--- config.mk ---
export PLATFORM = sky130hd
export DESIGN_NAME = ppm_p6_greyscale_stream
export DESIGN_NICKNAME = d
export VERILOG_FILES = /design/src/rtl/ppmgs_pkg.sv /design/src/rtl/ppmgs_front.sv /design/src/rtl/ppmgs_queue.sv /design/src/rtl/ppmgs_back.sv /design/src/rtl/ppm_p6_greyscale_stream.sv
export SDC_FILE = /design/constraint.sdc
export NUM_CORES = 2
export LEC_CHECK = 0
export ABC_AREA = 1
export CELL_PAD_IN_SITES_DETAIL_PLACEMENT = 1
export CELL_PAD_IN_SITES_GLOBAL_PLACEMENT = 1
export CORE_MARGIN = 3
export CORE_UTILIZATION = 43
export CTS_CLUSTER_DIAMETER = 30
export DETAILED_ROUTE_END_ITERATION = 8
export DONT_BUFFER_PORTS = 1
export GPL_ROUTABILITY_DRIVEN = 0
export GPL_TIMING_DRIVEN = 0
export PLACE_DENSITY_LB_ADDON = 0.1
export REMOVE_ABC_BUFFERS = 1
export SLEW_MARGIN = 20
export SYNTH_ARGS = -nofsm -noshare
export SYNTH_HDL_FRONTEND = slang
export SYNTH_HIERARCHICAL = 1
export SYNTH_SLANG_ARGS = --single-unit
--- constraint.sdc ---
create_clock -name i_clk -period 13.8 [get_ports i_clk]
set_input_delay 0.69 -clock i_clk [delete_from_list [all_inputs] [get_ports i_clk]]
set_output_delay 0.69 -clock i_clk [all_outputs]
set_load 0.02 [all_outputs]
--- src/rtl/ppmgs_pkg.sv ---
package ppmgs_pkg;

    localparam int unsigned DIM_BITS_DEFAULT = 16;
    localparam int unsigned QUEUE_DEPTH      = 4;

    // Parser phases
    typedef enum logic [3:0] {
        PH_MAGIC0,
        PH_MAGIC1,
        PH_SKIP_W,
        PH_CMT_W,
        PH_NUM_W,
        PH_SKIP_H,
        PH_CMT_H,
        PH_NUM_H,
        PH_SKIP_M,
        PH_CMT_M,
        PH_NUM_M,
        PH_AFTER_CR,
        PH_PIXELS,
        PH_DONE,
        PH_ERROR
    } t_phase;

    // Result sequences that one input byte can cause
    typedef enum logic [2:0] {
        OP_ERROR,
        OP_HEADER,
        OP_HEADER_DONE,
        OP_HEADER_TRUNC,
        OP_GREY,
        OP_GREY_DONE
    } t_op;

    localparam logic [1:0] KIND_GREY     = 2'd0;
    localparam logic [1:0] KIND_HEADER   = 2'd1;
    localparam logic [1:0] KIND_FINISHED = 2'd2;
    localparam logic [1:0] KIND_ERROR    = 2'd3;

    localparam logic [2:0] ERR_NONE      = 3'd0;
    localparam logic [2:0] ERR_MAGIC     = 3'd1;
    localparam logic [2:0] ERR_NUMBER    = 3'd2;
    localparam logic [2:0] ERR_MAXVAL    = 3'd3;
    localparam logic [2:0] ERR_TRUNCATED = 3'd4;

    localparam logic [7:0] CH_P     = 8'h50;
    localparam logic [7:0] CH_SIX   = 8'h36;
    localparam logic [7:0] CH_HASH  = 8'h23;
    localparam logic [7:0] CH_SPACE = 8'h20;
    localparam logic [7:0] CH_TAB   = 8'h09;
    localparam logic [7:0] CH_LF    = 8'h0A;
    localparam logic [7:0] CH_CR    = 8'h0D;
    localparam logic [7:0] CH_ZERO  = 8'h30;
    localparam logic [7:0] CH_NINE  = 8'h39;

    localparam logic [8:0] MAXVAL_LIMIT = 9'd255;
    localparam logic [8:0] MAXVAL_SAT   = 9'd256;

    // Luma weights in thousandths, with the rounding offset
    localparam int unsigned SUM_W      = 18;
    localparam logic [9:0]  LUMA_R     = 10'd299;
    localparam logic [9:0]  LUMA_G     = 10'd587;
    localparam logic [9:0]  LUMA_B     = 10'd114;
    localparam logic [9:0]  LUMA_ROUND = 10'd500;

    // Division by 1000 as multiplication by ceil(2^28 / 1000); exact for sums below 2^18.
    localparam int unsigned RECIP_SHIFT = 28;
    localparam int unsigned PROD_W      = 37;
    localparam logic [18:0] RECIP_K     = 19'd268436;

    typedef struct packed {
        t_op              op;
        logic [2:0]       err;
        logic [SUM_W-1:0] sum;
        logic [7:0]       maxval;
        logic [15:0]      width;
        logic [15:0]      height;
    } t_cmd;

endpackage

--- src/rtl/ppmgs_front.sv ---
module ppmgs_front
    import ppmgs_pkg::*;
#(
    parameter int unsigned DIM_BITS = DIM_BITS_DEFAULT
) (
    input  logic       i_clk,
    input  logic       i_rst_n,
    input  logic       i_valid,
    output logic       o_ready,
    input  logic       i_action,
    input  logic [7:0] i_byte,
    input  logic       i_full,
    output logic       o_push,
    output t_cmd       o_cmd
);

    localparam int unsigned ACC_W = DIM_BITS + 1;
    localparam int unsigned DW    = DIM_BITS + 4;
    localparam int unsigned PIX_W = 2 * DIM_BITS;
    localparam logic [DW-1:0] DIM_MAX = {4'b0000, {DIM_BITS{1'b1}}};

    t_phase              r_phase, n_phase;
    logic [ACC_W-1:0]    r_acc, n_acc;
    logic [DIM_BITS-1:0] r_width, n_width;
    logic [DIM_BITS-1:0] r_height, n_height;
    logic [7:0]          r_maxval, n_maxval;
    logic [PIX_W-1:0]    r_pix, n_pix;
    logic [1:0]          r_chan, n_chan;
    logic [7:0]          r_red, n_red;
    logic [7:0]          r_green, n_green;

    logic                w_take;
    logic                w_space, w_hash, w_digit, w_stray;
    logic [3:0]          w_dval;
    logic [DW-1:0]       w_dim_acc;
    logic                w_dim_ovf;
    logic [12:0]         w_max_acc;
    logic [8:0]          w_max_sat;
    logic                w_hdr_ok, w_dims_zero, w_pix_last;
    logic [SUM_W-1:0]    w_sum;
    logic                v_push;
    t_op                 v_op;
    logic [2:0]          v_err;

    assign o_ready = ~i_full;
    assign w_take  = i_valid & ~i_full;

    assign w_space = (i_byte == CH_SPACE) || ((i_byte >= CH_TAB) && (i_byte <= CH_CR));
    assign w_hash  = (i_byte == CH_HASH);
    assign w_digit = (i_byte >= CH_ZERO) && (i_byte <= CH_NINE);
    assign w_stray = ~w_space & ~w_hash & ~w_digit;
    assign w_dval  = i_byte[3:0];

    // Decimal accumulation: x * 10 + digit as two shifted adds.
    assign w_dim_acc = (DW'(r_acc[DIM_BITS-1:0]) << 3) + (DW'(r_acc[DIM_BITS-1:0]) << 1)
                     + DW'(w_dval);
    assign w_dim_ovf = w_dim_acc > DIM_MAX;
    assign w_max_acc = (13'(r_acc[8:0]) << 3) + (13'(r_acc[8:0]) << 1) + 13'(w_dval);
    assign w_max_sat = (w_max_acc > 13'(MAXVAL_SAT)) ? MAXVAL_SAT : w_max_acc[8:0];

    assign w_hdr_ok    = (r_acc != '0) && (r_acc <= ACC_W'(MAXVAL_LIMIT));
    assign w_dims_zero = (r_width == '0) || (r_height == '0);
    assign w_pix_last  = (r_pix == PIX_W'(1));

    assign w_sum = SUM_W'(LUMA_R) * SUM_W'(r_red) + SUM_W'(LUMA_G) * SUM_W'(r_green)
                 + SUM_W'(LUMA_B) * SUM_W'(i_byte) + SUM_W'(LUMA_ROUND);

    // Next phase
    always_comb begin
        n_phase = r_phase;
        if (w_take) begin
            if (i_action) begin
                n_phase = PH_MAGIC0;
            end else begin
                unique case (r_phase)
                    PH_MAGIC0: n_phase = (i_byte == CH_P) ? PH_MAGIC1 : PH_ERROR;
                    PH_MAGIC1: n_phase = (i_byte == CH_SIX) ? PH_SKIP_W : PH_ERROR;
                    PH_SKIP_W: begin
                        if (w_hash)       n_phase = PH_CMT_W;
                        else if (w_digit) n_phase = PH_NUM_W;
                        else if (w_stray) n_phase = PH_ERROR;
                    end
                    PH_SKIP_H: begin
                        if (w_hash)       n_phase = PH_CMT_H;
                        else if (w_digit) n_phase = PH_NUM_H;
                        else if (w_stray) n_phase = PH_ERROR;
                    end
                    PH_SKIP_M: begin
                        if (w_hash)       n_phase = PH_CMT_M;
                        else if (w_digit) n_phase = PH_NUM_M;
                        else if (w_stray) n_phase = PH_ERROR;
                    end
                    PH_CMT_W: if (i_byte == CH_LF) n_phase = PH_SKIP_W;
                    PH_CMT_H: if (i_byte == CH_LF) n_phase = PH_SKIP_H;
                    PH_CMT_M: if (i_byte == CH_LF) n_phase = PH_SKIP_M;
                    PH_NUM_W: begin
                        if (w_digit)      n_phase = w_dim_ovf ? PH_ERROR : PH_NUM_W;
                        else if (w_hash)  n_phase = PH_CMT_H;
                        else if (w_space) n_phase = PH_SKIP_H;
                        else              n_phase = PH_ERROR;
                    end
                    PH_NUM_H: begin
                        if (w_digit)      n_phase = w_dim_ovf ? PH_ERROR : PH_NUM_H;
                        else if (w_hash)  n_phase = PH_CMT_M;
                        else if (w_space) n_phase = PH_SKIP_M;
                        else              n_phase = PH_ERROR;
                    end
                    PH_NUM_M: begin
                        if (w_digit)                n_phase = PH_NUM_M;
                        else if (!w_hdr_ok)         n_phase = PH_ERROR;
                        else if (w_dims_zero)       n_phase = PH_DONE;
                        else if (i_byte == CH_CR)   n_phase = PH_AFTER_CR;
                        else                        n_phase = PH_PIXELS;
                    end
                    PH_AFTER_CR: n_phase = PH_PIXELS;
                    PH_PIXELS: begin
                        if ((r_chan == 2'd2) && w_pix_last) n_phase = PH_DONE;
                    end
                    default: n_phase = r_phase;
                endcase
            end
        end
    end

    // Datapath registers and queue entry
    always_comb begin
        n_acc    = r_acc;
        n_width  = r_width;
        n_height = r_height;
        n_maxval = r_maxval;
        n_pix    = r_pix;
        n_chan   = r_chan;
        n_red    = r_red;
        n_green  = r_green;
        v_push   = 1'b0;
        v_op     = OP_ERROR;
        v_err    = ERR_NONE;
        if (w_take) begin
            if (i_action) begin
                if (r_phase == PH_NUM_M) begin
                    v_push = 1'b1;
                    if (!w_hdr_ok) begin
                        v_err = ERR_MAXVAL;
                    end else begin
                        n_maxval = r_acc[7:0];
                        v_op     = w_dims_zero ? OP_HEADER_DONE : OP_HEADER_TRUNC;
                        v_err    = w_dims_zero ? ERR_NONE : ERR_TRUNCATED;
                    end
                end else if ((r_phase != PH_DONE) && (r_phase != PH_ERROR)) begin
                    v_push = 1'b1;
                    v_err  = ERR_TRUNCATED;
                end
            end else begin
                unique case (r_phase)
                    PH_MAGIC0: begin
                        if (i_byte != CH_P) begin
                            v_push = 1'b1;
                            v_err  = ERR_MAGIC;
                        end
                    end
                    PH_MAGIC1: begin
                        if (i_byte != CH_SIX) begin
                            v_push = 1'b1;
                            v_err  = ERR_MAGIC;
                        end
                    end
                    PH_SKIP_W, PH_SKIP_H, PH_SKIP_M: begin
                        if (w_digit) begin
                            n_acc = ACC_W'(w_dval);
                        end else if (w_stray) begin
                            v_push = 1'b1;
                            v_err  = ERR_NUMBER;
                        end
                    end
                    PH_NUM_W, PH_NUM_H: begin
                        if (w_digit) begin
                            n_acc = ACC_W'(w_dim_acc);
                            if (w_dim_ovf) begin
                                v_push = 1'b1;
                                v_err  = ERR_NUMBER;
                            end
                        end else begin
                            if (r_phase == PH_NUM_W) n_width  = r_acc[DIM_BITS-1:0];
                            else                     n_height = r_acc[DIM_BITS-1:0];
                            if (!w_space && !w_hash) begin
                                v_push = 1'b1;
                                v_err  = ERR_NUMBER;
                            end
                        end
                    end
                    PH_NUM_M: begin
                        if (w_digit) begin
                            n_acc = ACC_W'(w_max_sat);
                        end else if (!w_hdr_ok) begin
                            v_push = 1'b1;
                            v_err  = ERR_MAXVAL;
                        end else begin
                            n_maxval = r_acc[7:0];
                            n_pix    = PIX_W'(r_width) * PIX_W'(r_height);
                            n_chan   = 2'd0;
                            v_push   = 1'b1;
                            v_op     = w_dims_zero ? OP_HEADER_DONE : OP_HEADER;
                            // A byte that ends maxval and is not whitespace is the first red.
                            if (!w_dims_zero && !w_space) begin
                                n_red  = i_byte;
                                n_chan = 2'd1;
                            end
                        end
                    end
                    PH_AFTER_CR: begin
                        if (i_byte != CH_LF) begin
                            n_red  = i_byte;
                            n_chan = 2'd1;
                        end
                    end
                    PH_PIXELS: begin
                        case (r_chan)
                            2'd0: begin
                                n_red  = i_byte;
                                n_chan = 2'd1;
                            end
                            2'd1: begin
                                n_green = i_byte;
                                n_chan  = 2'd2;
                            end
                            default: begin
                                n_chan = 2'd0;
                                n_pix  = r_pix - PIX_W'(1);
                                v_push = 1'b1;
                                v_op   = w_pix_last ? OP_GREY_DONE : OP_GREY;
                            end
                        endcase
                    end
                    default: ;
                endcase
            end
        end

        o_push        = v_push;
        o_cmd.op      = v_op;
        o_cmd.err     = v_err;
        o_cmd.sum     = w_sum;
        o_cmd.maxval  = n_maxval;
        o_cmd.width   = 16'(n_width);
        o_cmd.height  = 16'(n_height);

        // End of input returns everything to its reset value once the reports are built.
        if (w_take && i_action) begin
            n_acc    = '0;
            n_width  = '0;
            n_height = '0;
            n_maxval = '0;
            n_pix    = '0;
            n_chan   = '0;
            n_red    = '0;
            n_green  = '0;
        end
    end

    always_ff @(posedge i_clk) begin
        if (!i_rst_n) begin
            r_phase  <= PH_MAGIC0;
            r_acc    <= '0;
            r_width  <= '0;
            r_height <= '0;
            r_maxval <= '0;
            r_pix    <= '0;
            r_chan   <= '0;
            r_red    <= '0;
            r_green  <= '0;
        end else begin
            r_phase  <= n_phase;
            r_acc    <= n_acc;
            r_width  <= n_width;
            r_height <= n_height;
            r_maxval <= n_maxval;
            r_pix    <= n_pix;
            r_chan   <= n_chan;
            r_red    <= n_red;
            r_green  <= n_green;
        end
    end

endmodule

--- src/rtl/ppmgs_queue.sv ---
module ppmgs_queue
    import ppmgs_pkg::*;
(
    input  logic i_clk,
    input  logic i_rst_n,
    input  logic i_push,
    input  t_cmd i_cmd,
    output logic o_full,
    input  logic i_pop,
    output logic o_valid,
    output t_cmd o_head
);

    localparam int unsigned PTR_W = $clog2(QUEUE_DEPTH);
    localparam int unsigned CNT_W = $clog2(QUEUE_DEPTH + 1);

    t_cmd             r_mem [QUEUE_DEPTH];
    logic [PTR_W-1:0] r_wr_ptr, r_rd_ptr;
    logic [CNT_W-1:0] r_count;

    assign o_full  = (r_count == CNT_W'(QUEUE_DEPTH));
    assign o_valid = (r_count != '0);
    assign o_head  = r_mem[r_rd_ptr];

    always_ff @(posedge i_clk) begin
        if (i_push) begin
            r_mem[r_wr_ptr] <= i_cmd;
        end
    end

    always_ff @(posedge i_clk) begin
        if (!i_rst_n) begin
            r_wr_ptr <= '0;
            r_rd_ptr <= '0;
            r_count  <= '0;
        end else begin
            if (i_push) begin
                r_wr_ptr <= (r_wr_ptr == PTR_W'(QUEUE_DEPTH - 1)) ? '0 : r_wr_ptr + PTR_W'(1);
            end
            if (i_pop) begin
                r_rd_ptr <= (r_rd_ptr == PTR_W'(QUEUE_DEPTH - 1)) ? '0 : r_rd_ptr + PTR_W'(1);
            end
            if (i_push && !i_pop) begin
                r_count <= r_count + CNT_W'(1);
            end else if (i_pop && !i_push) begin
                r_count <= r_count - CNT_W'(1);
            end
        end
    end

endmodule

--- src/rtl/ppmgs_back.sv ---
module ppmgs_back
    import ppmgs_pkg::*;
(
    input  logic        i_clk,
    input  logic        i_rst_n,
    input  logic        i_head_valid,
    input  t_cmd        i_head,
    output logic        o_pop,
    output logic        o_valid,
    input  logic        i_ready,
    output logic [1:0]  o_kind,
    output logic [7:0]  o_grey,
    output logic [15:0] o_width,
    output logic [15:0] o_height,
    output logic [7:0]  o_maxval,
    output logic [2:0]  o_err,
    output logic        o_last
);

    logic              r_valid;
    logic [1:0]        r_idx;
    logic [1:0]        r_kind;
    logic [7:0]        r_grey;
    logic [15:0]       r_width;
    logic [15:0]       r_height;
    logic [7:0]        r_maxval;
    logic [2:0]        r_err;
    logic              r_last;

    logic [PROD_W-1:0] w_prod;
    logic [7:0]        w_luma, w_clamped;
    logic [1:0]        w_last_idx;
    logic [1:0]        w_kind;
    logic [2:0]        w_err;
    logic              w_load, w_is_last;

    assign w_prod    = PROD_W'(i_head.sum) * PROD_W'(RECIP_K);
    assign w_luma    = w_prod[RECIP_SHIFT +: 8];
    assign w_clamped = (w_luma > i_head.maxval) ? i_head.maxval : w_luma;

    // Which result of the head entry's sequence is next.
    always_comb begin
        w_last_idx = 2'd0;
        w_kind     = KIND_ERROR;
        w_err      = ERR_NONE;
        unique case (i_head.op)
            OP_ERROR: begin
                w_kind = KIND_ERROR;
                w_err  = i_head.err;
            end
            OP_HEADER: begin
                w_kind = KIND_HEADER;
            end
            OP_HEADER_DONE: begin
                w_last_idx = 2'd1;
                w_kind     = (r_idx == 2'd0) ? KIND_HEADER : KIND_FINISHED;
            end
            OP_HEADER_TRUNC: begin
                w_last_idx = 2'd1;
                if (r_idx == 2'd0) begin
                    w_kind = KIND_HEADER;
                end else begin
                    w_kind = KIND_ERROR;
                    w_err  = i_head.err;
                end
            end
            OP_GREY: begin
                w_last_idx = 2'd2;
                w_kind     = KIND_GREY;
            end
            OP_GREY_DONE: begin
                w_last_idx = 2'd3;
                w_kind     = (r_idx == 2'd3) ? KIND_FINISHED : KIND_GREY;
            end
            default: begin
                w_kind = KIND_ERROR;
                w_err  = i_head.err;
            end
        endcase
    end

    assign w_load    = i_head_valid && (!r_valid || i_ready);
    assign w_is_last = (r_idx == w_last_idx);
    assign o_pop     = w_load && w_is_last;

    always_ff @(posedge i_clk) begin
        if (w_load) begin
            r_kind   <= w_kind;
            r_grey   <= (w_kind == KIND_GREY) ? w_clamped : 8'd0;
            r_width  <= i_head.width;
            r_height <= i_head.height;
            r_maxval <= i_head.maxval;
            r_err    <= w_err;
            r_last   <= w_is_last;
        end
    end

    always_ff @(posedge i_clk) begin
        if (!i_rst_n) begin
            r_valid <= 1'b0;
            r_idx   <= '0;
        end else begin
            if (w_load) begin
                r_valid <= 1'b1;
                r_idx   <= w_is_last ? 2'd0 : r_idx + 2'd1;
            end else if (i_ready) begin
                r_valid <= 1'b0;
            end
        end
    end

    assign o_valid  = r_valid;
    assign o_kind   = r_kind;
    assign o_grey   = r_grey;
    assign o_width  = r_width;
    assign o_height = r_height;
    assign o_maxval = r_maxval;
    assign o_err    = r_err;
    assign o_last   = r_last;

endmodule

--- src/rtl/ppm_p6_greyscale_stream.sv ---
// A byte that causes results is written into the queue when it is accepted, and its first
// result is then loaded from the queue head into the output register on the master side.
// Throughput: one input byte per cycle while the queue is not full, one result per cycle
// while the master is ready; a four-entry queue between parser and sequencer absorbs extra reports.
// Reset: synchronous, active low; the parser expects the magic and the queue is empty.
module ppm_p6_greyscale_stream
    import ppmgs_pkg::*;
#(
    parameter int unsigned DIM_BITS = DIM_BITS_DEFAULT
) (
    input  logic        i_clk,
    input  logic        i_rst_n,
    input  logic        s_axis_tvalid,
    output logic        s_axis_tready,
    input  logic [7:0]  s_axis_tdata,   // [7:0] data_byte
    input  logic [0:0]  s_axis_tuser,   // [0] action
    output logic        m_axis_tvalid,
    input  logic        m_axis_tready,
    output logic [55:0] m_axis_tdata,   // [7:0] grey_value, [23:8] image_width,
                                        // [39:24] image_height, [47:40] max_level,
                                        // [50:48] error_code, [55:51] zero
    output logic [1:0]  m_axis_tuser,   // [1:0] kind
    output logic        m_axis_tlast
);

    logic        w_push, w_full, w_pop, w_head_valid;
    t_cmd        w_cmd, w_head;
    logic [7:0]  w_grey, w_maxval;
    logic [15:0] w_width, w_height;
    logic [2:0]  w_err;

    ppmgs_front #(
        .DIM_BITS (DIM_BITS)
    ) u_front (
        .i_clk    (i_clk),
        .i_rst_n  (i_rst_n),
        .i_valid  (s_axis_tvalid),
        .o_ready  (s_axis_tready),
        .i_action (s_axis_tuser[0]),
        .i_byte   (s_axis_tdata),
        .i_full   (w_full),
        .o_push   (w_push),
        .o_cmd    (w_cmd)
    );

    ppmgs_queue u_queue (
        .i_clk   (i_clk),
        .i_rst_n (i_rst_n),
        .i_push  (w_push),
        .i_cmd   (w_cmd),
        .o_full  (w_full),
        .i_pop   (w_pop),
        .o_valid (w_head_valid),
        .o_head  (w_head)
    );

    ppmgs_back u_back (
        .i_clk        (i_clk),
        .i_rst_n      (i_rst_n),
        .i_head_valid (w_head_valid),
        .i_head       (w_head),
        .o_pop        (w_pop),
        .o_valid      (m_axis_tvalid),
        .i_ready      (m_axis_tready),
        .o_kind       (m_axis_tuser),
        .o_grey       (w_grey),
        .o_width      (w_width),
        .o_height     (w_height),
        .o_maxval     (w_maxval),
        .o_err        (w_err),
        .o_last       (m_axis_tlast)
    );

    assign m_axis_tdata = {5'b00000, w_err, w_maxval, w_height, w_width, w_grey};

endmodule
# After elaboration in Yosys (flattened, before gate mapping)
# Memory sizes are Yosys's and may differ from the RTL's. A register that Yosys moved wholly into a read port is not among the register bits.
# Index checks and enable logic that the tools add are counted.
dict set report classes {
  n_reduce_logical 47
  n_bitwise 9
  eq_ne 49
  muxes 124
  add_sub_neg 13
  multipliers 5
  magnitude_cmp 8
}
# operator n
set ops {}
lappend ops {{2-to-1 mux 16 bit} 10}
lappend ops {{2-to-1 mux 32 bit} 3}
lappend ops {{2-to-1 mux 4 bit} 24}
lappend ops {{2-to-1 mux 8 bit} 12}
lappend ops {{one-hot mux 32 bit (2 select lines)} 1}
lappend ops {{2-to-1 mux 3 bit} 21}
lappend ops {{one-hot mux 4 bit (13 select lines)} 1}
lappend ops {{2-to-1 mux 17 bit} 3}
lappend ops {{one-hot mux 17 bit (3 select lines)} 1}
lappend ops {{multiplier 18 x 17 -> 34 bit, second input constant} 1}
lappend ops {{equality test 32 x 1 -> 1 bit, second input constant} 1}
lappend ops {{logical NOT 16 bit} 2}
lappend ops {{multiplier 16 x 16 -> 32 bit} 1}
lappend ops {{2-to-1 mux 2 bit} 16}
lappend ops {{subtractor 32 x 1 -> 32 bit, second input constant} 1}
lappend ops {{equality test 8 x 6 -> 1 bit, second input constant} 3}
lappend ops {{one-hot mux 8 bit (3 select lines)} 1}
lappend ops {{AND reduction 6 bit} 4}
lappend ops {{2-to-1 mux 1 bit} 22}
lappend ops {{adder 19 x 17 -> 20 bit} 1}
lappend ops {{adder 20 x 4 -> 20 bit} 1}
lappend ops {{equality test 4 bit, second input constant} 5}
lappend ops {{greater-than comparator 20 x 16 -> 1 bit, second input constant} 1}
lappend ops {{adder 17 x 18 -> 18 bit} 1}
lappend ops {{58 further kinds} 118}
dict set report totals {
  mem_bits_rw 256
  ff_bits 175
  mem_count 1
}
# name depth word_bits read_ports rd_clocked_by_memory_dff wr line
set memory_table {}
lappend memory_table {u_queue.r_mem 4 64 1 1 1 ppmgs_queue.sv:17} ;# t_cmd r_mem [QUEUE_DEPTH];

# Longest topological paths before layout
dict set report logic_depth {
  ltp_word 15
  depth_mapped 40
  mapped_depth_nobuf 36
}

# Cells and area by module
# Netlist, hierarchy kept.
# mod n_inst area_each_um2 cells_each
set by_module_without_submodules {}
lappend by_module_without_submodules {ppmgs_front 1 20776.2 2896}
lappend by_module_without_submodules {ppmgs_queue 1 9962.1 679}
lappend by_module_without_submodules {ppmgs_back 1 6661.4 758}
lappend by_module_without_submodules {ppm_p6_greyscale_stream 1 41.3 6}

# Least setup slack after synthesis
# No wires, ideal clock.
dict set report synth_path {
  path_type {in2reg}
  from {in s_axis_tdata[0]}
  to {mem u_queue/r_mem[0][57] in the netlist's numbering, data pin}
  arrival_time_ns 6.123
  required_time_ns 13.620
  slack_ns 7.496
  path_stages 24
  cell_sequence {fa_1 inv_1 fa_1 inv_1 ha_1 ha_1 inv_1 fa_1 xnor2_1 ha_1 ha_1 fa_1 inv_1 fa_1 fa_1 inv_1 ha_1 inv_1 nor3_1 nand3_1 o2111ai_1 nand3_1 nand2_1 xor2_1}
}
# item line
set synth_lines {}
lappend synth_lines {{start, declared} ppm_p6_greyscale_stream.sv:15} ;# input logic [7:0] s_axis_tdata,
lappend synth_lines {{end, declared} ppmgs_queue.sv:17}

==> flow_summary.toml <==
[floorplan]
ios = 74
die_y_um = 301
fp.dieW_um = 301
die_area_mm2 = 0.0906
start_util = 0.436
rows = 107
coreArea_mm2 = 0.0858

[setup_path]
crit_path_max_incr_delay_ps = 900
path_class = "flop to flop"
cpMostUsedCell = "nand2_1"
cp-start-kind = "flop"
timing.rr.end = "u_back/o_grey[4]$_SDFFCE_PP0P_"
rrSetupSlack_ps = 5150
crit_fanout = 128
required_ps = 14190
worstRegToRegCells = 31
critical_path_arrival_ps = 9040
crit_family = "adder cells"
worst_path_max_delay_cell = "o22ai_1"
cp_num_buf_inv = 6
crit_path_end_kind = "flop"

[timing]
slew_headroom = 0.212
final.period_utilization = 0.627
hold_viol_final = 0
tns_ps = 0
fmax_mhz = 116
rsz0062_at_grt = "no"
setup-violations-final = 0
min_period_ps = 8650
slew_viol_final = 0
skew_ps = 75.6
worst_slew_pin_slew_ps = 1180

[detailed_routing]
ant_nets = 0
drtIter0Drc = 1497
routedWlPerCell_um = 18.9
via_per_inst = 5.18
wirelength_um = 105000
drt_pass1_iterations = 6
drc = 0
vias = 28700

[synthesis]
ys_warn_count = 6
async_reset_ff_frac = 0
synth_seq_area_share = 0.314
synth_flop_cell = "edfxtp_1"
synth.ff_latch_count = 433
synth_edf_count = 310
syn_area_mm2 = 0.0374
postSynthAreaPerCell_um2 = 8.63
ys_types = 57
syn_inst = 4339

[global_routing]
grt_pass1_vias = 30800
grt_pass1_wl_um = 170000
grt_use_met2 = 0.382
overflow = 0
grt-busiest-layer = "met2"
antenna_found_initial = 1
met1_usage = 0.339
met3_usage = 0.0346
grt_max_degree = 129
grt_use_total = 0.238

[final_layout]
nets = 5068
area_growth_pct = 12.6
regArea_mm2 = 0.0118
diodes = 0
fill_cells = 9967
drive_above_1_share = 0.0603
multi_input_area_mm2 = 0.0215
stdcell_count = 5542

[placement]
dp.final_hpwl_um = 77300
place_inst = 5351
port_buffers = 0

[run]
cap_viol_max_count = 0

[clock_tree]
cts_setup_buffers = 0
clock_sinks = 433
cts_buffer_depth = 3
tritoncts = "done"
htree_levels = 3
cts.hold.buffers_added = 0
cts_resized = 0
cts_buffers = 102
clk_latency_ps = 680
root_buffer = "clkbuf_16"
path_clk_slew_ps = 50

[status]
outcome = "complete, no violations"

[worst_hold_path]
hold_depth = 2
hold_path.class = "input pin to flop"
hp-start = "i_rst_n"
whs_endpoint = "u_back/r_idx[0]$_SDFFE_PN0P_"
logic make-up after synthesis:
group	after synthesis	synth area share
other	1	0.000100
AOI/OAI and AO/OA	652	0.0953
adders and majority gates	743	0.312
buffers and inverters	1088	0.114
xor gates and xnor gates	56	0.0131
DFF	433	0.314
and+or+nand+nor	1366	0.151
cell type report:
type | instances | share of cell area
Clock buffer | 125 | 0.0654
Timing Repair Buffer | 12 | 0.00653
Sequential cell | 433 | 0.280
Inverter | 941 | 0.0844
Tap cell | 1144 | 0.0340
Clock inverter | 65 | 0.0205
Multi-Input combinational cell | 2822 | 0.510
per-layer routing:
| layer | routed length [µm] | vias to the layer above | share of wire |
|---|---|---|---|
| met2 | 47800 | 458 | 0.46 |
| met3 | 4420 | 118 | 0.042 |
| met5 | 0 | - | 0 |
| met1 | 50700 | 14300 | 0.48 |
| li1 | - | 13800 | - |
| met4 | 1910 | 0 | 0.018 |
how the worst max path moves through the flow:
| stage | startpoint | to | slack [ps] | cells past startpoint |
|---|---|---|---|---|
| 4_1_cts | flop | u_back/o_grey[4]$_SDFFCE_PP0P_ | 5200 | 31 |
| 5_1_grt | flop | u_back/o_grey[3]$_SDFFCE_PP0P_ | 4640 | 31 |
| 3_3_place_gp | flop | u_back/o_grey[3]$_SDFFCE_PP0P_ | 1400 | 30 |
| 6_report | flop | u_back/o_grey[4]$_SDFFCE_PP0P_ | 5150 | 31 |
| 3_5_place_dp | flop | u_back/o_grey[1]$_SDFFCE_PP0P_ | 5270 | 30 |
| 2_1_floorplan | flop | u_back/o_grey[1]$_SDFFCE_PP0P_ | 5150 | 30 |
Yosys cell counts, drive strengths merged, types with 8 or more instances:
cell type  number  area share
edfxtp        310        0.25
dfxtp         123       0.066
nand3         136       0.018
o211ai          9      0.0018
nor2          346       0.037
o21bai         14      0.0028
buf            43      0.0090
o21ai         283       0.038
or2             8      0.0013
clkbuf        104       0.011
a31oi          24      0.0040
ha            426        0.14
nand2         788       0.080
xor2           43       0.010
a211oi         20      0.0040
xnor2          13      0.0030
nor3           36      0.0052
a21oi         212       0.028
nor4            8      0.0017
inv           940       0.094
nand4          32      0.0055
o22ai          65       0.011
fa            317        0.17
cell usage in the layout (no fill, tap or decap), types with 12 or more instances in the layout:
cell,instances
xor2_1,43
bufinv_16,14
clkbuf_8,12
nor3_1,34
o21ai_0,215
nor2_2,12
xnor2_1,13
a31oi_1,24
nand4_1,31
inv_2,15
a21oi_1,212
nor2_1,326
a211oi_1,20
nand3_1,136
clkbuf_16,102
ha_1,426
fa_1,317
inv_1,918
o22ai_1,56
clkinv_2,18
o21ai_1,68
dfxtp_1,117
o21bai_1,14
nand2_1,780
edfxtp_1,310
per-stage QoR:
stage	area (µm²)	worst slack (ps)	hold slack [ps]	utilization
after floorplan	36700	5150	445	-
after global routing	42200	4640	160	0.491
after CTS	42100	5200	121	0.491
after global placement	38200	1400	454	0.445
after detailed placement	38500	5270	461	0.449
final	42200	5150	161	0.491
registers in the layout, indices dropped and copies added, names as in the netlist, 3 cells and up, named ones only:
| signal | count |
|---|---|
| u_front/r_green | 8 |
| u_back/o_grey | 8 |
| u_back/o_err | 3 |
| u_back/o_width | 16 |
| u_front/r_maxval | 8 |
| u_front/r_width | 16 |
| u_front/r_height | 16 |
| u_front/r_pix | 32 |
| u_back/o_maxval | 8 |
| u_back/o_height | 16 |
| u_front/r_red | 8 |
| u_queue/r_mem | 256 |
| u_queue/r_count | 3 |
| u_front/r_acc | 17 |
| u_front/r_phase | 4 |
Power is not shown: default switching activity piles up to over one toggle a cycle in this logic, so the estimate is an artifact.
